$ cat src/rtl/text_to_glyph_quads_top_macros.svh
// ----------------------------------------------------------------------------
// text_to_glyph_quads_top_macros
// Assertion macros shared by the glyph quad RTL; empty under synthesis.
// ----------------------------------------------------------------------------
`ifndef TEXT_TO_GLYPH_QUADS_TOP_MACROS_SVH
`define TEXT_TO_GLYPH_QUADS_TOP_MACROS_SVH

`ifndef SYNTHESIS

`define TTGQ_ASSERT_IMP(name, clk, rst_n, ante, cons) \
	name: assert property (@(posedge clk) disable iff (!rst_n) (ante) |-> (cons)) \
		else $error("ttgq assertion failed");

`define TTGQ_ASSERT_NXT(name, clk, rst_n, ante, cons) \
	name: assert property (@(posedge clk) disable iff (!rst_n) (ante) |=> (cons)) \
		else $error("ttgq assertion failed");

`else

`define TTGQ_ASSERT_IMP(name, clk, rst_n, ante, cons)

`define TTGQ_ASSERT_NXT(name, clk, rst_n, ante, cons)

`endif

`endif

$ cat src/rtl/ttgq_pkg.sv
// ----------------------------------------------------------------------------
// ttgq_pkg
// Types, codes and saturating helpers for the glyph quad generator.
// ----------------------------------------------------------------------------
package ttgq_pkg;

	localparam logic [1:0] ACT_LOAD   = 2'd0;
	localparam logic [1:0] ACT_START  = 2'd1;
	localparam logic [1:0] ACT_CHAR   = 2'd2;
	localparam logic [1:0] ACT_FINISH = 2'd3;

	localparam logic [15:0] CODE_TAB   = 16'd9;
	localparam logic [15:0] CODE_LF    = 16'd10;
	localparam logic [15:0] CODE_VT    = 16'd11;
	localparam logic [15:0] CODE_CR    = 16'd13;
	localparam logic [15:0] CODE_SPACE = 16'd32;

	localparam logic signed [13:0] ADV_SPACE    = 14'sd80;
	localparam logic signed [13:0] ADV_TAB      = 14'sd480;
	localparam logic signed [13:0] GLYPH_GAP    = 14'sd48;
	localparam logic signed [13:0] START_INSET  = 14'sd48;

	localparam logic [16:0] TEX_ONE   = 17'h10000;
	localparam logic [11:0] LH_RESET  = 12'd256;
	localparam logic [15:0] LC_MAX    = 16'hFFFF;
	localparam logic [2:0]  VTX_LAST  = 3'd5;
	localparam int          QUEUE_DEPTH = 2;

	typedef logic signed [19:0] pix_t;

	typedef struct packed {
		logic [16:0] left;
		logic [16:0] right;
		logic [11:0] width;
	} glyph_t;

	typedef struct packed {
		logic        is_height;
		pix_t        x0;
		pix_t        x1;
		pix_t        y0;
		pix_t        y1;
		logic [16:0] left;
		logic [16:0] right;
		logic [15:0] line_count;
	} job_t;

	typedef struct packed {
		logic use_x1;
		logic use_y1;
		logic use_right;
		logic v_bottom;
	} corner_t;

	function automatic pix_t sat_add(pix_t a, logic signed [13:0] b);
		logic signed [20:0] s;
		s = 21'(a) + 21'(b);
		if (s > 21'sd524287)
			return 20'sh7FFFF;
		else if (s < -21'sd524288)
			return 20'sh80000;
		else
			return s[19:0];
	endfunction

	// two triangles: (x0,y0) (x1,y1) (x0,y1) / (x0,y0) (x1,y0) (x1,y1)
	function automatic corner_t corner(logic [2:0] k);
		corner_t c;
		case (k)
			3'd0:    c = '{1'b0, 1'b0, 1'b0, 1'b0};
			3'd1:    c = '{1'b1, 1'b1, 1'b1, 1'b1};
			3'd2:    c = '{1'b0, 1'b1, 1'b0, 1'b1};
			3'd3:    c = '{1'b0, 1'b0, 1'b0, 1'b0};
			3'd4:    c = '{1'b1, 1'b0, 1'b1, 1'b0};
			default: c = '{1'b1, 1'b1, 1'b1, 1'b1};
		endcase
		return c;
	endfunction

endpackage

$ cat src/rtl/ttgq_queue.sv
// ----------------------------------------------------------------------------
// ttgq_queue
// Short job queue between the front and the vertex emitter.
// ----------------------------------------------------------------------------
`include "text_to_glyph_quads_top_macros.svh"

module ttgq_queue (
	input  logic           clk,
	input  logic           arst_n,
	input  logic           push,
	input  ttgq_pkg::job_t push_job,
	input  logic           pop,
	output logic           full,
	output logic           empty,
	output ttgq_pkg::job_t head
);
	import ttgq_pkg::*;

	localparam int PTR_W = (QUEUE_DEPTH > 1) ? $clog2(QUEUE_DEPTH) : 1;
	localparam logic [PTR_W-1:0] PTR_LAST = PTR_W'(QUEUE_DEPTH - 1);
	localparam logic [PTR_W:0]   CNT_FULL = (PTR_W + 1)'(QUEUE_DEPTH);

	job_t             slot_q [QUEUE_DEPTH];
	logic [PTR_W-1:0] wr_ptr_q;
	logic [PTR_W-1:0] rd_ptr_q;
	logic [PTR_W:0]   count_q;

	assign full  = count_q == CNT_FULL;
	assign empty = count_q == '0;
	assign head  = slot_q[rd_ptr_q];

	always_ff @(posedge clk) begin
		if (push)
			slot_q[wr_ptr_q] <= push_job;
	end

	always_ff @(posedge clk or negedge arst_n) begin
		if (!arst_n) begin
			wr_ptr_q <= '0;
			rd_ptr_q <= '0;
			count_q  <= '0;
		end else begin
			if (push)
				wr_ptr_q <= (wr_ptr_q == PTR_LAST) ? '0 : wr_ptr_q + 1'b1;
			if (pop)
				rd_ptr_q <= (rd_ptr_q == PTR_LAST) ? '0 : rd_ptr_q + 1'b1;
			if (push && !pop)
				count_q <= count_q + 1'b1;
			else if (pop && !push)
				count_q <= count_q - 1'b1;
		end
	end

	`TTGQ_ASSERT_IMP(a_count_bound, clk, arst_n, 1'b1, count_q <= CNT_FULL)
	`TTGQ_ASSERT_IMP(a_pop_nonempty, clk, arst_n, pop, !empty)

endmodule

$ cat config.mk
export PLATFORM = sky130hd
export DESIGN_NAME = ttgq_queue
export DESIGN_NICKNAME = d
export VERILOG_FILES = /design/src/rtl/ttgq_pkg.sv /design/src/rtl/ttgq_queue.sv
export VERILOG_INCLUDE_DIRS = /design/src /design/src/rtl
export SDC_FILE = /design/constraint.sdc
export NUM_CORES = 1
export LEC_CHECK = 0
export ABC_AREA = 1
export BUFFER_PORTS_ARGS = -buffer_cell sky130_fd_sc_hd__buf_2
export CELL_PAD_IN_SITES_DETAIL_PLACEMENT = 1
export CELL_PAD_IN_SITES_GLOBAL_PLACEMENT = 1
export CORE_UTILIZATION = 44
export DETAILED_ROUTE_END_ITERATION = 10
export HOLD_SLACK_MARGIN = 0.06
export MAX_ROUTING_LAYER = met4
export PLACE_DENSITY_LB_ADDON = 0.1
export REMOVE_ABC_BUFFERS = 1
export SYNTH_ARGS = -nofsm -noshare
export SYNTH_HDL_FRONTEND = slang
export SYNTH_SLANG_ARGS = --single-unit
$ cat constraint.sdc
create_clock -name clk -period 8.1 [get_ports clk]
set_input_delay 1.62 -clock clk [delete_from_list [all_inputs] [get_ports clk]]
set_output_delay 1.62 -clock clk [all_outputs]
set_load 0.02 [all_outputs]
==> flow_summary.json <==
{
  "synth_area_leaders": "edfxtp_1 79%, mux2_4 12%, mux2_2 5.7%",
  "grt_first_pass_wirelength_um": 30300,
  "viasPerCell": 4.847,
  "tritoncts.num_buffers": 27,
  "post_route_cells_drive_above_1_share_pct": 59.40,
  "final_area_mm2": 0.01239,
  "clkLatencyLatePin_ns": 0.52,
  "endpoint": "head[127]",
  "timing.critical_path.from_type": "register",
  "synth_compound_gate_area_share_pct": 0,
  "drt-pass1-iter-count": 7,
  "grt_antenna_before_repair": 5,
  "cts_tree": "yes",
  "site_row_count": 54,
  "synth_sequential_area_ratio_pct": 79.75,
  "yosysUniqueCellTypes": 15,
  "post-route-min-period_ns": 4.575,
  "count_of_input_and_output_buffers": 267,
  "final_nets": 855,
  "worstPathRequired_ns": 6.48,
  "pin_count": 268,
  "die_width_um": 152.7,
  "floorplan.initialDensity_pct": 45.36,
  "timing.slew.headroom_pct": 26.22,
  "setup_viol": 0,
  "synth_xor_area_share_pct": 0.2630,
  "max_freq_mhz": 218.6,
  "postPlaceCellArea_mm2": 0.01159,
  "design.die.area_mm2": 0.02331,
  "die-height_um": 152.7,
  "grt.overflow.total": 0,
  "critical_path.top_delay_family": "buffers and inverters",
  "clock-skew-final_ns": 0.005318,
  "grt_start_max_net_pins": 81,
  "cap_viol_max_count": 0,
  "area_delta_synth_final_pct": 23.97,
  "unrepaired_setup_endpoints_after_global_routing": "no",
  "ff2ff_path_depth": 3,
  "final_antenna_net_count": 0,
  "worstPathCellList": "buf_4, mux2_2, buf_2",
  "drt_wl_total_um": 20130,
  "violations": "DRC",
  "max-clock-path-buffers": 3,
  "synth.avg_cell_area_um2": 23.07,
  "dp_wirelength_um": 13280,
  "ys_seq_elements": 266,
  "vias_after_detailed_routing": 4963,
  "r2r_setup_slk_ns": 5.75,
  "yosys.area.top_type": "edfxtp_1",
  "initialDrtViolationCount": 328,
  "rr_startpoint": "wr_ptr_q",
  "cts_hold_fix_bufs": 0,
  "grt_usage_pct": 17.62,
  "worstMarginPinSlew_ns": 1.107,
  "post_cts_resize_count": 0,
  "worstPathMaxFanout": 55,
  "synth-simple-area-share_pct": 0.4133,
  "first_global_vias": 5441,
  "drt_drc_violations_left": 16,
  "hp-class": "reg -> reg",
  "run_status": "finished, violations left",
  "crit_slowest_cell": "dfrtp_4",
  "timing.critical_path.arrival_ns": 2.96,
  "gpl.final_weighted_congestion": 0.7642,
  "synth_area_mm2": 0.009991,
  "post_synth_fa_ha_maj_area_fraction_pct": 0.1252,
  "coreArea_mm2": 0.02203,
  "critical_path.reg2reg.endpoint": "slot_q[1][13]",
  "timing_hold_violations_final": 0,
  "crit_path_end_kind": "output pin",
  "path_class": "reg -> out",
  "post_cts_clock_slew_at_the_launch_and_capture_registers_of_the_worst_setup_and_hold_paths_ns": 0.06,
  "number_of_setup_buffers_added_after_cts": 0,
  "yosys_warnings": 0,
  "crit_cells": 3,
  "post_drt_wl_per_cell_um": 19.66,
  "clock-sinks": 266,
  "cts_max_level": 1,
  "combinational_family_with_the_most_area_after_synthesis": "multiplexers",
  "synth.area.mux_share_pct": 17.77,
  "ir_drop_uv": 194.2,
  "startpoint": "rd_ptr_q",
  "timing.final.crit_share_pct": 56.48,
  "setup_total_negative_slack_ns": 0,
  "powerDensity_mw_per_mm2": 366.8,
  "netlist_instances": 433,
  "yosysTopAreaCellShare_pct": 78.75,
  "cts_root_buf": "clkbuf_16",
  "critPathMaxStageDelay_ns": 0.94,
  "crit_buf_inv": 2,
  "final_max_slew_viol_count": 0,
  "leakage_dissipation_nw": 4.899
}
## synth_stat cells
| master | instances |
|---|---|
| edfxtp_1 | 262 |
| ha_1 | 1 |
| xnor2_1 | 1 |
| mux2_2 | 51 |
| mux2_4 | 80 |
| buf_2 | 5 |
| dfrtp_1 | 4 |
| nand4_1 | 1 |
| nand2_1 | 5 |
| buf_6 | 9 |
| inv_1 | 7 |
| buf_8 | 1 |
| xor2_1 | 2 |
| nand3_1 | 1 |
| nor2_1 | 3 |
## worst min path at each step
stage | start | end | slack [ns] | depth (start not counted)
floorplan | count_q[1] | count_q[1] | 0.46 | 2
global placement | count_q[1] | count_q[1] | 0.48 | 2
detailed placement | count_q[1] | count_q[1] | 0.53 | 2
CTS | count_q[1] | count_q[1] | 0.55 | 2
global route | count_q[1] | count_q[1] | 0.57 | 2
finish | count_q[1] | count_q[1] | 0.54 | 2
## final cells by class
cell class	instances	area [um2]
clock inverters	9	38.79
diodes	5	12.51
inverters	7	31.28
well taps	280	350.3
flip-flops and latches	266	7971
multi-input cells	145	1863
repair buffers	272	1374
fillers	2043	9641
clock buffers	40	744.5
## where the power goes
part,switching [mW],internal (mW)
clock,0.479,0.631
sequential,0.124,1.83
combinational,0.844,0.634
total,1.45,3.10
## cell families (layout without fill, tap and decap cells)
logic type,Yosys count,in the layout
xor+xnor,3,3
fa+ha+maj,1,1
flops,266,266
buf+inv,22,328
simple gates,10,10
mux,131,131
other cells,0,5
## metal layers
layer / up-vias / part of all wire [%] / track usage (%)
met5: - / 0 / -
met2: 169 / 53 / 31.19
li1: 2286 / - / -
met3: 29 / 7.7 / 4.977
met1: 2479 / 38 / 19.55
met4: 0 / 1.7 / 4.377
## worst min-delay path: cells and delay by family (launching register included)
| family | cells | cell delay, ns |
|---|---|---|
| DFF | 1 | 0.38 |
| and+or+nand+nor | 2 | 0.13 |
## registers in the layout, indices dropped and copies added, names as in the netlist
signal / cells
wr_ptr_q: 1
rd_ptr_q: 1
slot_q: 262
count_q: 2
## placed cells by master (no fill, tap or decap)
cell type / netlist / routed
edfxtp_1: 262 / 262
diode_2: 0 / 5
dfrtp_4: 0 / 1
buf_4: 0 / 5
ha_1: 1 / 1
nand2_1: 5 / 5
mux2_2: 51 / 51
dfrtp_1: 4 / 3
clkinv_2: 0 / 4
nand4_1: 1 / 1
clkbuf_16: 0 / 27
clkinv_1: 0 / 5
clkbuf_8: 0 / 2
nand3_1: 1 / 1
xnor2_1: 1 / 1
nor2_4: 0 / 1
xor2_1: 2 / 2
nor2_1: 3 / 2
clkbuf_1: 0 / 11
inv_6: 0 / 1
inv_1: 7 / 6
buf_2: 5 / 267
mux2_4: 80 / 80
## per-stage QoR
stage | std cells | hold WS, ns | utilization, % | total power, mW | setup WS [ns]
after detailed placement | 970 | 0.5347 | 52.62 | 3.493 | 3.989
final | 1024 | 0.5428 | 56.23 | 4.543 | 3.525
after global placement | 970 | 0.4802 | 52.62 | 3.455 | 4.026
after CTS | 1019 | 0.5476 | 56.17 | 4.619 | 3.427
after floorplan | 418 | 0.4631 | - | 3.146 | 0.3345
after global routing | 1024 | 0.5749 | 56.23 | 4.745 | 3.332
(Power assumes the default switching activity.)
