--- src/rtl/text_to_glyph_quads_top_macros.svh ---
// ----------------------------------------------------------------------------
// text_to_glyph_quads_top_macros
// Assertion macros shared by the glyph quad RTL; empty under synthesis.
// ----------------------------------------------------------------------------
`ifndef TEXT_TO_GLYPH_QUADS_TOP_MACROS_SVH
`define TEXT_TO_GLYPH_QUADS_TOP_MACROS_SVH

`ifndef SYNTHESIS

`define TTGQ_ASSERT_IMP(name, clk, rst_n, ante, cons) \
	name: assert property (@(posedge clk) disable iff (!rst_n) (ante) |-> (cons)) \
		else $error("ttgq assertion failed");

`define TTGQ_ASSERT_NXT(name, clk, rst_n, ante, cons) \
	name: assert property (@(posedge clk) disable iff (!rst_n) (ante) |=> (cons)) \
		else $error("ttgq assertion failed");

`else

`define TTGQ_ASSERT_IMP(name, clk, rst_n, ante, cons)

`define TTGQ_ASSERT_NXT(name, clk, rst_n, ante, cons)

`endif

`endif

--- src/rtl/ttgq_pkg.sv ---
// ----------------------------------------------------------------------------
// ttgq_pkg
// Types, codes and saturating helpers for the glyph quad generator.
// ----------------------------------------------------------------------------
package ttgq_pkg;

	localparam logic [1:0] ACT_LOAD   = 2'd0;
	localparam logic [1:0] ACT_START  = 2'd1;
	localparam logic [1:0] ACT_CHAR   = 2'd2;
	localparam logic [1:0] ACT_FINISH = 2'd3;

	localparam logic [15:0] CODE_TAB   = 16'd9;
	localparam logic [15:0] CODE_LF    = 16'd10;
	localparam logic [15:0] CODE_VT    = 16'd11;
	localparam logic [15:0] CODE_CR    = 16'd13;
	localparam logic [15:0] CODE_SPACE = 16'd32;

	localparam logic signed [13:0] ADV_SPACE    = 14'sd80;
	localparam logic signed [13:0] ADV_TAB      = 14'sd480;
	localparam logic signed [13:0] GLYPH_GAP    = 14'sd48;
	localparam logic signed [13:0] START_INSET  = 14'sd48;

	localparam logic [16:0] TEX_ONE   = 17'h10000;
	localparam logic [11:0] LH_RESET  = 12'd256;
	localparam logic [15:0] LC_MAX    = 16'hFFFF;
	localparam logic [2:0]  VTX_LAST  = 3'd5;
	localparam int          QUEUE_DEPTH = 2;

	typedef logic signed [19:0] pix_t;

	typedef struct packed {
		logic [16:0] left;
		logic [16:0] right;
		logic [11:0] width;
	} glyph_t;

	typedef struct packed {
		logic        is_height;
		pix_t        x0;
		pix_t        x1;
		pix_t        y0;
		pix_t        y1;
		logic [16:0] left;
		logic [16:0] right;
		logic [15:0] line_count;
	} job_t;

	typedef struct packed {
		logic use_x1;
		logic use_y1;
		logic use_right;
		logic v_bottom;
	} corner_t;

	function automatic pix_t sat_add(pix_t a, logic signed [13:0] b);
		logic signed [20:0] s;
		s = 21'(a) + 21'(b);
		if (s > 21'sd524287)
			return 20'sh7FFFF;
		else if (s < -21'sd524288)
			return 20'sh80000;
		else
			return s[19:0];
	endfunction

	// two triangles: (x0,y0) (x1,y1) (x0,y1) / (x0,y0) (x1,y0) (x1,y1)
	function automatic corner_t corner(logic [2:0] k);
		corner_t c;
		case (k)
			3'd0:    c = '{1'b0, 1'b0, 1'b0, 1'b0};
			3'd1:    c = '{1'b1, 1'b1, 1'b1, 1'b1};
			3'd2:    c = '{1'b0, 1'b1, 1'b0, 1'b1};
			3'd3:    c = '{1'b0, 1'b0, 1'b0, 1'b0};
			3'd4:    c = '{1'b1, 1'b0, 1'b1, 1'b0};
			default: c = '{1'b1, 1'b1, 1'b1, 1'b1};
		endcase
		return c;
	endfunction

endpackage

--- src/rtl/ttgq_back.sv ---
// ----------------------------------------------------------------------------
// ttgq_back
// Expands queued jobs into six quad vertices or one height result.
// ----------------------------------------------------------------------------
`include "text_to_glyph_quads_top_macros.svh"

module ttgq_back (
	input  logic                clk,
	input  logic                arst_n,
	input  ttgq_pkg::job_t      head,
	input  logic                empty,
	input  logic [11:0]         line_height,
	output logic                pop,
	output logic                out_valid,
	input  logic                out_ready,
	output logic                result_kind,
	output logic signed [19:0]  vertex_x,
	output logic signed [19:0]  vertex_y,
	output logic [16:0]         tex_u,
	output logic [16:0]         tex_v,
	output logic [27:0]         text_height,
	output logic                last
);
	import ttgq_pkg::*;

	logic [2:0] cnt_q;
	logic       out_valid_q;
	logic       result_kind_q;
	pix_t       vertex_x_q;
	pix_t       vertex_y_q;
	logic [16:0] tex_u_q;
	logic [16:0] tex_v_q;
	logic [27:0] text_height_q;
	logic        last_q;

	corner_t c;
	logic    load;
	logic    is_last;

	assign c       = corner(cnt_q);
	assign load    = !empty && (!out_valid_q || out_ready);
	assign is_last = head.is_height || cnt_q == VTX_LAST;
	assign pop     = load && is_last;

	always_ff @(posedge clk or negedge arst_n) begin
		if (!arst_n) begin
			out_valid_q <= 1'b0;
			cnt_q       <= '0;
		end else begin
			if (!out_valid_q || out_ready)
				out_valid_q <= !empty;
			if (load)
				cnt_q <= is_last ? 3'd0 : cnt_q + 3'd1;
		end
	end

	always_ff @(posedge clk) begin
		if (load) begin
			result_kind_q <= head.is_height;
			last_q        <= is_last;
			if (head.is_height) begin
				vertex_x_q    <= '0;
				vertex_y_q    <= '0;
				tex_u_q       <= '0;
				tex_v_q       <= '0;
				text_height_q <= 28'(head.line_count) * 28'(line_height);
			end else begin
				vertex_x_q    <= c.use_x1 ? head.x1 : head.x0;
				vertex_y_q    <= c.use_y1 ? head.y1 : head.y0;
				tex_u_q       <= c.use_right ? head.right : head.left;
				tex_v_q       <= c.v_bottom ? TEX_ONE : 17'd0;
				text_height_q <= '0;
			end
		end
	end

	assign out_valid   = out_valid_q;
	assign result_kind = result_kind_q;
	assign vertex_x    = vertex_x_q;
	assign vertex_y    = vertex_y_q;
	assign tex_u       = tex_u_q;
	assign tex_v       = tex_v_q;
	assign text_height = text_height_q;
	assign last        = last_q;

	`TTGQ_ASSERT_IMP(a_cnt_range, clk, arst_n, 1'b1, cnt_q <= VTX_LAST)
	`TTGQ_ASSERT_IMP(a_height_last, clk, arst_n, out_valid_q && result_kind_q, last_q)
	`TTGQ_ASSERT_IMP(a_mid_quad, clk, arst_n, cnt_q != 3'd0 && !empty, !head.is_height)

endmodule
--- config.mk ---
export PLATFORM = sky130hd
export DESIGN_NAME = ttgq_back
export DESIGN_NICKNAME = d
export VERILOG_FILES = /design/src/rtl/ttgq_pkg.sv /design/src/rtl/ttgq_back.sv
export VERILOG_INCLUDE_DIRS = /design/src /design/src/rtl
export SDC_FILE = /design/constraint.sdc
export NUM_CORES = 1
export LEC_CHECK = 0
export BUFFER_PORTS_ARGS = -buffer_cell sky130_fd_sc_hd__buf_2
export CAP_MARGIN = 40
export CORE_MARGIN = 5
export CORE_UTILIZATION = 55
export DETAILED_ROUTE_END_ITERATION = 10
export PLACE_DENSITY = 0.83
export SLEW_MARGIN = 15
export SYNTH_ARGS = -nofsm -noshare
export SYNTH_HDL_FRONTEND = slang
export SYNTH_SLANG_ARGS = --single-unit
--- constraint.sdc ---
create_clock -name clk -period 3.7 [get_ports clk]
set_clock_uncertainty 0.05 [all_clocks]
set_input_delay 0.37 -clock clk [delete_from_list [all_inputs] [get_ports clk]]
set_output_delay 0.37 -clock clk [all_outputs]
set_load 0.02 [all_outputs]
==> flow_summary.yaml, run 1 <==
status:
  status: "complete, but fails checks"
  violations: "setup timing"
routing:
  drt-pass1-iter-count: 5
  ant_nets: 0
  routedWlPerCell_um: 17.2
  first_iter_violations: 591
  avgViaCountPerCell: 5.31
  drc_errors: 0
  vias: 8781
  wl_mm: 28.5
cts:
  htree_num_levels: 3
  cts-buffers-inserted: 9
  insertion_delay_ns: 0.33
  tritoncts: "done"
  cts_sinks: 92
  clockBufferDepth: 2
  clk_pin_slew_ns: 0.07
  root_buffer: "clkbuf_16"
critical_path:
  cp.arrival_ns: 4.70
  worst-path-max-fanout: 8
  reg2reg_depth: 7
  crit_type: "primary input to flop"
  cpPeakStageDelay_ns: 0.55
  crit_required_ns: 3.72
  end_kind: "flop"
  r2r_slack_ns: 1.40
  start_kind: "primary input"
  worstPathCellList: "buf_12 -> and2_4 -> fa_1 -> inv_2 -> fa_1 -> inv_2 -> fa_1 -> fa_1 -> inv_2 -> fa_2 -> inv_2 -> ha_4 -> and4_4 -> nand2_1 -> o311ai_2 -> o31a_1 -> nor3_2"
  reg2reg_to: "tex_u[4]"
  r2r_start: "cnt_q[1]"
  cp_slowest_cell: "fa_1"
yosys:
  synthFlopType: "edfxtp_1"
  synth-edff-count: 88
  async_flop_share_pct: 4.35
  syn_area_um2: 10300
  synth_seq_area_share_pct: 26.7
  synth_seq_cells: 92
  syn_area_per_cell_um2: 9.40
  syn_inst: 1095
  synth.distinct_cells: 50
  synth_warnings: 0
sta:
  hold_violations: 0
  rsz0062_at_grt: "true"
  finalCritPeriodShare_pct: 127
  report.final.slew_viol_count: 0
  fin_crit_ns: 4.69
  timing.slew.headroom_pct: 51.7
  tightestPinTransition_ns: 0.723
  clock.fmax_mhz: 213
  setup_violations: 19
  fin_tns_setup_ns: -13.75
  finalWorstSetupSlack_ns: -0.986
die:
  core-area_um2: 18600
  start_util_pct: 55.4
  io_pins: 253
  std_cell_rows: 50
  fp.dieW_um: 147
  die_h_um: 147
  die_area_um2: 21500
placement:
  io_buffers: 236
  hpwl_mm: 22.0
  routabilityCongestion: 0.933
  place_area_um2: 12500
worst_hold_path:
  holdPathStages: 2
  hold_start: "empty"
  hp-class: "primary input to flop"
  whs_endpoint: "out_valid"
final_layout:
  layout_common_cells: "212 x buf_2, 207 x nand2_1, 164 x inv_1"
  final_area_um2: 13800
  diodes: 0
  drive_gt1_share_pct: 36.3
  nets: 1772
  syn_to_final_growth_pct: 33.8
  layout_commonest_cell: "buf_2"
global_route:
  grt_pass1_vias: 9353
  antenna_found_initial: 0
  grt_pass1_wl_mm: 44.5
  grt.total_usage_pct: 25.3
  grt_overflow: 0
  grt_start_max_net_pins: 60
power_and_ir_drop:
  total_leakage_power_nw: 6.85
  power.density_nw_per_um2: 970
  ir_drop_mv: 0.912
  total_power_w: 0.0134
run:
  max-cap-violations: 0
-- kinds of logic (layout without fill, tap and decap cells) --
kind of cell / after synthesis / after routing / share of synthesized area, %
compound gates: 117 / 117 / 7.14
xor+xnor: 13 / 13 / 1.11
simple gates: 380 / 380 / 16.7
other cells: 1 / 16 / 0.0364
fa+ha+maj: 210 / 210 / 35.7
flops: 92 / 92 / 26.7
buf+inv: 254 / 564 / 9.90
mux: 28 / 28 / 2.74
-- flip-flops by register name (all words and copies together) (netlist names) --
name	cells
last	1
out_valid	1
vertex_y	20
tex_u	17
result_kind	1
vertex_x	20
text_height	28
tex_v	1
cnt_q	3
-- layout make-up --
class / count / area (µm²)
clock buffer: 9 / 225
clock inverter: 7 / 67.6
fill: 1214 / 4820
inverter: 185 / 696
multi-input combinational: 764 / 7220
sequential: 92 / 2740
tap: 234 / 293
timing repair buffer: 363 / 2520
-- metal layers --
layer	vias to the layer above	part of all wire (%)	global-route usage, %
met4	0	3.3	7.43
li1	4042	-	-
met2	337	55	47.3
met5	-	0	0
met1	4329	37	30.3
met3	73	5.5	3.45
-- power by group --
group / switching, W / internal (W)
Sequential: 0.0000556 / 0.00149
Clock: 0.000423 / 0.000472
Combinational: 0.00551 / 0.00540
Total: 0.00599 / 0.00736
-- cell usage after synthesis, drive strengths merged, types with 2 or more instances --
cell type,n,area share (%)
a31oi,4,0.24
nand4,2,0.12
o211a,3,0.29
ha,70,8.5
nor2b,4,0.24
nand2,222,8.1
mux2i,27,2.6
nand2b,10,0.61
nand3,6,0.29
o311ai,2,0.17
xor2,6,0.51
dfrtp,4,0.97
clkbuf,46,1.7
nor2,36,1.3
buf,23,1.5
fa,140,27
o21bai,4,0.29
o31a,2,0.26
and3,6,0.36
edfxtp,88,26
a211oi,4,0.34
o21a,2,0.15
a21o,11,0.80
a21oi,61,3.0
xnor2,7,0.60
nor3,10,0.49
o21ai,16,0.78
and2,79,4.8
o211ai,3,0.35
inv,184,6.7
-- timing repair --
item / 4_1_cts / 5_1_grt
buffers inserted: 10 / 14
hold endpoints to repair: 4 / 0
cloned: 0 / 3
hold buffers: 1 / 0
gates resized for setup: 101 / 92
pin swaps: 31 / 45
setup endpoints to repair: 21 / 20
-- per-stage QoR --
step / instances / setup WS, ns / util [%] / hold slack, ns
2_1_floorplan: 1110 / -1.03 / - / 0.0244
3_3_place_gp: 1609 / -1.32 / 67.2 / 0.131
3_5_place_dp: 1611 / -1.42 / 67.4 / 0.134
4_1_cts: 1638 / -0.906 / 71.3 / 0.148
5_1_grt: 1654 / -1.07 / 74.1 / 0.142
6_report: 1654 / -0.986 / 74.1 / 0.153
-- worst max-delay path by stage --
| stage | slack, ns | from | endpoint |
|---|---|---|---|
| 2_1_floorplan | -1.03 | head[11] | text_height[24] |
| 3_3_place_gp | -1.32 | line_height[5] | text_height[27] |
| 3_5_place_dp | -1.42 | line_height[3] | text_height[27] |
| 4_1_cts | -0.91 | head[8] | text_height[23] |
| 5_1_grt | -1.07 | head[13] | text_height[27] |
| 6_report | -0.99 | line_height[8] | text_height[26] |
-- worst max-delay path: cells and delay by family --
kind / cells / cell delay, ns
AO/OA/AOI/OAI: 2 / 0.56
buffers and inverters: 5 / 0.30
AND/OR/NAND/NOR: 4 / 0.53
adder cells (fa/ha/maj): 6 / 2.93
Note: power is estimated with default switching activity, not from simulation.
==> inputs of run 2 (changes only) <==
--- a/config.mk
+++ b/config.mk
@@ -8,7 +8,7 @@
 export LEC_CHECK = 0
 export BUFFER_PORTS_ARGS = -buffer_cell sky130_fd_sc_hd__buf_2
 export CAP_MARGIN = 40
-export CORE_MARGIN = 5
+export CORE_MARGIN = 2
 export CORE_UTILIZATION = 55
 export DETAILED_ROUTE_END_ITERATION = 10
 export PLACE_DENSITY = 0.83
==> flow_summary.yaml, run 2 (synthesis results as in run 1) <==
power_and_ir_drop:
  ir_drop_mv: 0.957
  total_leakage_power_nw: 6.93
  power.density_nw_per_um2: 970
sta:
  report.final.slew_viol_count: 0
  hold_violations: 0
  tightestPinTransition_ns: 0.650
  clock.fmax_mhz: 218
  fin_tns_setup_ns: -13.62
  finalWorstSetupSlack_ns: -0.894
  rsz0062_at_grt: "true"
  timing.slew.headroom_pct: 56.6
  fin_crit_ns: 4.59
  whs_ns: 0.151
  setup_violations: 20
  finalCritPeriodShare_pct: 124
routing:
  drc_errors: 0
  highest_layer: "met4"
  drt-pass1-iter-count: 5
  routedWlPerCell_um: 16.5
  vias: 8870
  ant_nets: 0
  wl_met2_mm: 14.9
  wl_mm: 27.4
  avgViaCountPerCell: 5.33
  drt-met1-wl_mm: 10.2
  first_iter_violations: 493
  wl_met3_mm: 1.22
cts:
  clk_pin_slew_ns: 0.07
  cts_sinks: 92
  cts-buffers-inserted: 9
  root_buffer: "clkbuf_16"
  clockBufferDepth: 2
  htree_num_levels: 3
  tritoncts: "done"
  insertion_delay_ns: 0.33
worst_hold_path:
  hold_start: "empty"
  hp-class: "primary input to flop"
critical_path:
  crit_required_ns: 3.73
  r2r_start: "cnt_q[0]"
  path_common_cell: "fa_1"
  reg2reg_depth: 7
  worst-path-stages: 17
  reg2reg_to: "vertex_x[8]"
  worst-path-buf-inv: 5
  start_kind: "primary input"
  cp-endpoint: "text_height[24]"
  worstSetupStartpoint: "line_height[6]"
  r2r_slack_ns: 1.39
  crit_family: "adder cells"
  end_kind: "flop"
  crit_type: "primary input to flop"
  cp_slowest_cell: "fa_1"
  worst-path-max-fanout: 6
  cp.arrival_ns: 4.63
  worstPathCellList: "buf_12 -> and2_4 -> fa_1 -> inv_1 -> fa_1 -> inv_1 -> fa_1 -> fa_1 -> inv_2 -> fa_1 -> inv_2 -> ha_4 -> a21o_1 -> o21bai_1 -> a21o_1 -> a2111o_1 -> o211a_1"
  cpPeakStageDelay_ns: 0.55
global_route:
  antenna_found_initial: 0
  grt_pass1_vias: 9527
  grt_overflow: 0
  grt.total_usage_pct: 27.5
  grt_pass1_wl_mm: 43.9
  grt_start_max_net_pins: 59
final_layout:
  layout_commonest_cell: "buf_2"
  nets: 1782
  layout_common_cells: "214 x buf_2, 200 x nand2_1, 162 x inv_1"
  largest_reg_flops: 28
  drive_gt1_share_pct: 37.1
  syn_to_final_growth_pct: 35.0
  diodes: 0
  utilization_pct: 75.0
die:
  fp.dieW_um: 141
  std_cell_rows: 50
  core-area_um2: 18500
  io_pins: 253
  die_area_um2: 19800
  start_util_pct: 55.6
  die_h_um: 141
placement:
  routabilityCongestion: 0.944
  hpwl_mm: 21.4
  pre_cts_ws_ns: -1.45
  io_buffers: 236
status:
  violations: "setup timing"
  status: "complete, but fails checks"
run:
  max-cap-violations: 0
## run 2: worst min path at each step
stage | to | slack [ns] | cells past startpoint
after floorplan | cnt_q[0] | 0.02 | 0
after global placement | out_valid | 0.13 | 1
after detailed placement | out_valid | 0.13 | 1
after CTS | out_valid | 0.15 | 2
after global routing | out_valid | 0.13 | 2
final | out_valid | 0.15 | 2
## run 2: through the flow
stage,instances,area [µm²],power (W)
6_report,1664,13900,0.0135
5_1_grt,1664,13900,0.0146
4_1_cts,1648,13500,0.0125
3_5_place_dp,1621,12600,0.0104
3_3_place_gp,1619,12600,0.0100
2_1_floorplan,1110,10800,0.00748
## run 2: final cells by class
type                    count  area [µm²]
fillers                  1285        4630
repair buffers            373        2640
multi-input cells         764        7200
clock inverters             6        93.8
flip-flops and latches     92        2740
inverters                 185         696
clock buffers              10         229
well taps                 234         293
## run 2: routing by layer
layer,vias up,track usage (%)
met5,-,0
met4,0,10.6
met3,90,3.36
met2,320,51.2
met1,4393,32.5
li1,4067,-
## run 2: power breakdown
group,internal (W),switching [W]
registers,0.00149,0.0000561
logic,0.00543,0.00551
clock network,0.000599,0.000391
## run 2: timing repair
item / 4_1_cts / 5_1_grt
pin swaps: 34 / 39
gates cloned: 2 / 2
resized for setup: 134 / 59
endpoints found under the hold margin: 4 / 0
setup endpoints to repair: 21 / 21
buffers inserted: 11 / 15
hold buffers: 1 / 0
==> inputs of run 3 (changes only) <==
==> constraint.sdc (replaced) <==
create_clock -name clk -period 3.7 [get_ports clk]
set_clock_uncertainty 0.05 [all_clocks]
set_input_delay 0.185 -clock clk [delete_from_list [all_inputs] [get_ports clk]]
set_output_delay 0.185 -clock clk [all_outputs]
set_load 0.02 [all_outputs]
==> flow_summary.yaml, run 3 (synthesis results as in run 1) <==
final_layout:
  fin_cells: 1665
  nets: 1784
  drive_gt1_share_pct: 38.0
  diodes: 0
  largest_reg_flops: 28
  utilization_pct: 75.6
  layout_common_cells: "214 x buf_2, 198 x nand2_1, 161 x inv_1"
  multi_input_area_um2: 7380
  seqCellArea_um2: 2740
  syn_to_final_growth_pct: 36.1
  n_fill_cell: 1212
  layout_commonest_cell: "buf_2"
placement:
  routabilityCongestion: 0.943
  hpwl_mm: 21.0
  place_inst: 1617
  io_buffers: 236
routing:
  wl_met3_mm: 1.86
  drt-met1-wl_mm: 10.3
  first_iter_violations: 482
  vias: 9189
  avgViaCountPerCell: 5.52
  wl_mm: 30.1
  highest_layer: "met4"
  ant_nets: 0
  wl_met2_mm: 15.8
  routedWlPerCell_um: 18.1
  drt-pass1-iter-count: 5
  drc_errors: 0
global_route:
  grt.total_usage_pct: 27.4
  grt_overflow: 0
  grt_start_max_net_pins: 54
  antenna_found_initial: 0
  grt_pass1_vias: 9496
  grt_pass1_wl_mm: 43.4
sta:
  rsz0062_at_grt: "true"
  fin_crit_ns: 4.55
  clock.fmax_mhz: 220
  tightestPinTransition_ns: 0.715
  report.final.slew_viol_count: 0
  hold_violations: 0
  timing.slew.headroom_pct: 52.2
  finalCritPeriodShare_pct: 123
  setup_violations: 20
  finalWorstSetupSlack_ns: -0.853
die:
  die_area_um2: 19800
  io_pins: 253
  std_cell_rows: 50
  die_h_um: 141
  start_util_pct: 55.6
  fp.dieW_um: 141
  core-area_um2: 18500
critical_path:
  crit_required_ns: 3.73
  worstPathCellList: "buf_12 -> buf_6 -> and2_4 -> fa_1 -> fa_1 -> fa_1 -> fa_1 -> inv_1 -> fa_1 -> inv_2 -> ha_4 -> a21o_1 -> a21oi_4 -> o21bai_4 -> a21o_1 -> a2111o_1 -> o211a_1"
  crit_type: "primary input to flop"
  cp.arrival_ns: 4.58
  cp_slowest_cell: "fa_1"
  path_common_cell: "fa_1"
  crit_family: "adder cells"
  start_kind: "primary input"
  cpPeakStageDelay_ns: 0.57
  end_kind: "flop"
  worst-path-max-fanout: 7
  worst-path-buf-inv: 4
cts:
  tritoncts: "done"
  htree_num_levels: 3
  root_buffer: "clkbuf_16"
  clk_pin_slew_ns: 0.06
  cts-buffers-inserted: 9
  clockBufferDepth: 2
  cts_sinks: 92
  insertion_delay_ns: 0.33
run:
  max-cap-violations: 0
power_and_ir_drop:
  ir_drop_mv: 0.988
  power.density_nw_per_um2: 1020
  total_leakage_power_nw: 6.93
worst_hold_path:
  hp-class: "primary input to flop"
status:
  violations: "setup timing"
  status: "complete, but fails checks"
==> run 3: changes by cell type in the layout (fill, tap and decap cells not counted), moves of 3 or more <==
| cell | previous run | this run |
|---|---|---|
| fa_2 | 12 | 15 |
| buf_6 | 30 | 23 |
| buf_4 | 108 | 115 |
| fa_1 | 128 | 125 |
| a21oi_4 | 3 | 12 |
| a21oi_2 | 13 | 4 |
==> run 3: through the flow <==
| step | setup slack [ns] | hold slack, ns | instance area, µm² | TNS, ns | total power (W) |
|---|---|---|---|---|---|
| 3_5_place_dp | -1.20 | -0.0446 | 12600 | -20.48 | 0.0103 |
| 2_1_floorplan | -0.841 | -0.161 | 10800 | -11.24 | 0.00747 |
| 3_3_place_gp | -1.12 | -0.0490 | 12500 | -18.49 | 0.00997 |
| 4_1_cts | -0.752 | 0.0684 | 13500 | -10.56 | 0.0126 |
| 6_report | -0.853 | 0.0746 | 14000 | -12.67 | 0.0143 |
| 5_1_grt | -0.977 | 0.106 | 14000 | -14.84 | 0.0152 |
==> run 3: worst min-delay path, delay by kind of cell <==
kind | cells | cell delay [ns]
and+or+nand+nor | 2 | 0.17
buffers and inverters | 1 | 0.07
==> run 3: path summary, 6_finish.rpt <==
kind | start | endpoint | slack (ns) | cells after the start
setup reg to reg | cnt_q[1] | tex_u[10] | 1.32 | 7
setup / recovery | line_height[10] | text_height[24] | -0.85 | 17
min in group asynchronous | arst_n | out_valid | 0.21 | 2
hold / removal | out_ready | out_valid | 0.07 | 3
hold reg to reg | out_valid | out_valid | 0.47 | 2
max in group asynchronous | arst_n | cnt_q[1] | 3.25 | 2
==> run 3: final cells by class <==
type,count,share of cell area (%)
clock buffer,9,1.61
clock inverter,6,0.518
multi-input combinational,764,52.7
timing repair buffer,375,18.5
sequential,92,19.6
tap,234,2.09
inverter,185,4.97
==> run 3: metal layers <==
metal	vias to the layer above	global-route usage, %
met5	-	0
met4	0	11.2
met3	173	4.82
met2	481	51.1
met1	4464	31.1
li1	4071	-
==> run 3: power breakdown <==
group          switching (W)  internal (W)
combinational        0.00612       0.00569
clock               0.000384      0.000527
sequential         0.0000528       0.00149
total                0.00655       0.00771
==> run 3: repair_timing <==
item,CTS,global route
hold buffers,2,0
setup endpoints to repair,20,20
setup buffers,16,17
gates cloned,1,1
hold endpoints to repair,5,0
pin swaps,60,60
resized for setup,122,103
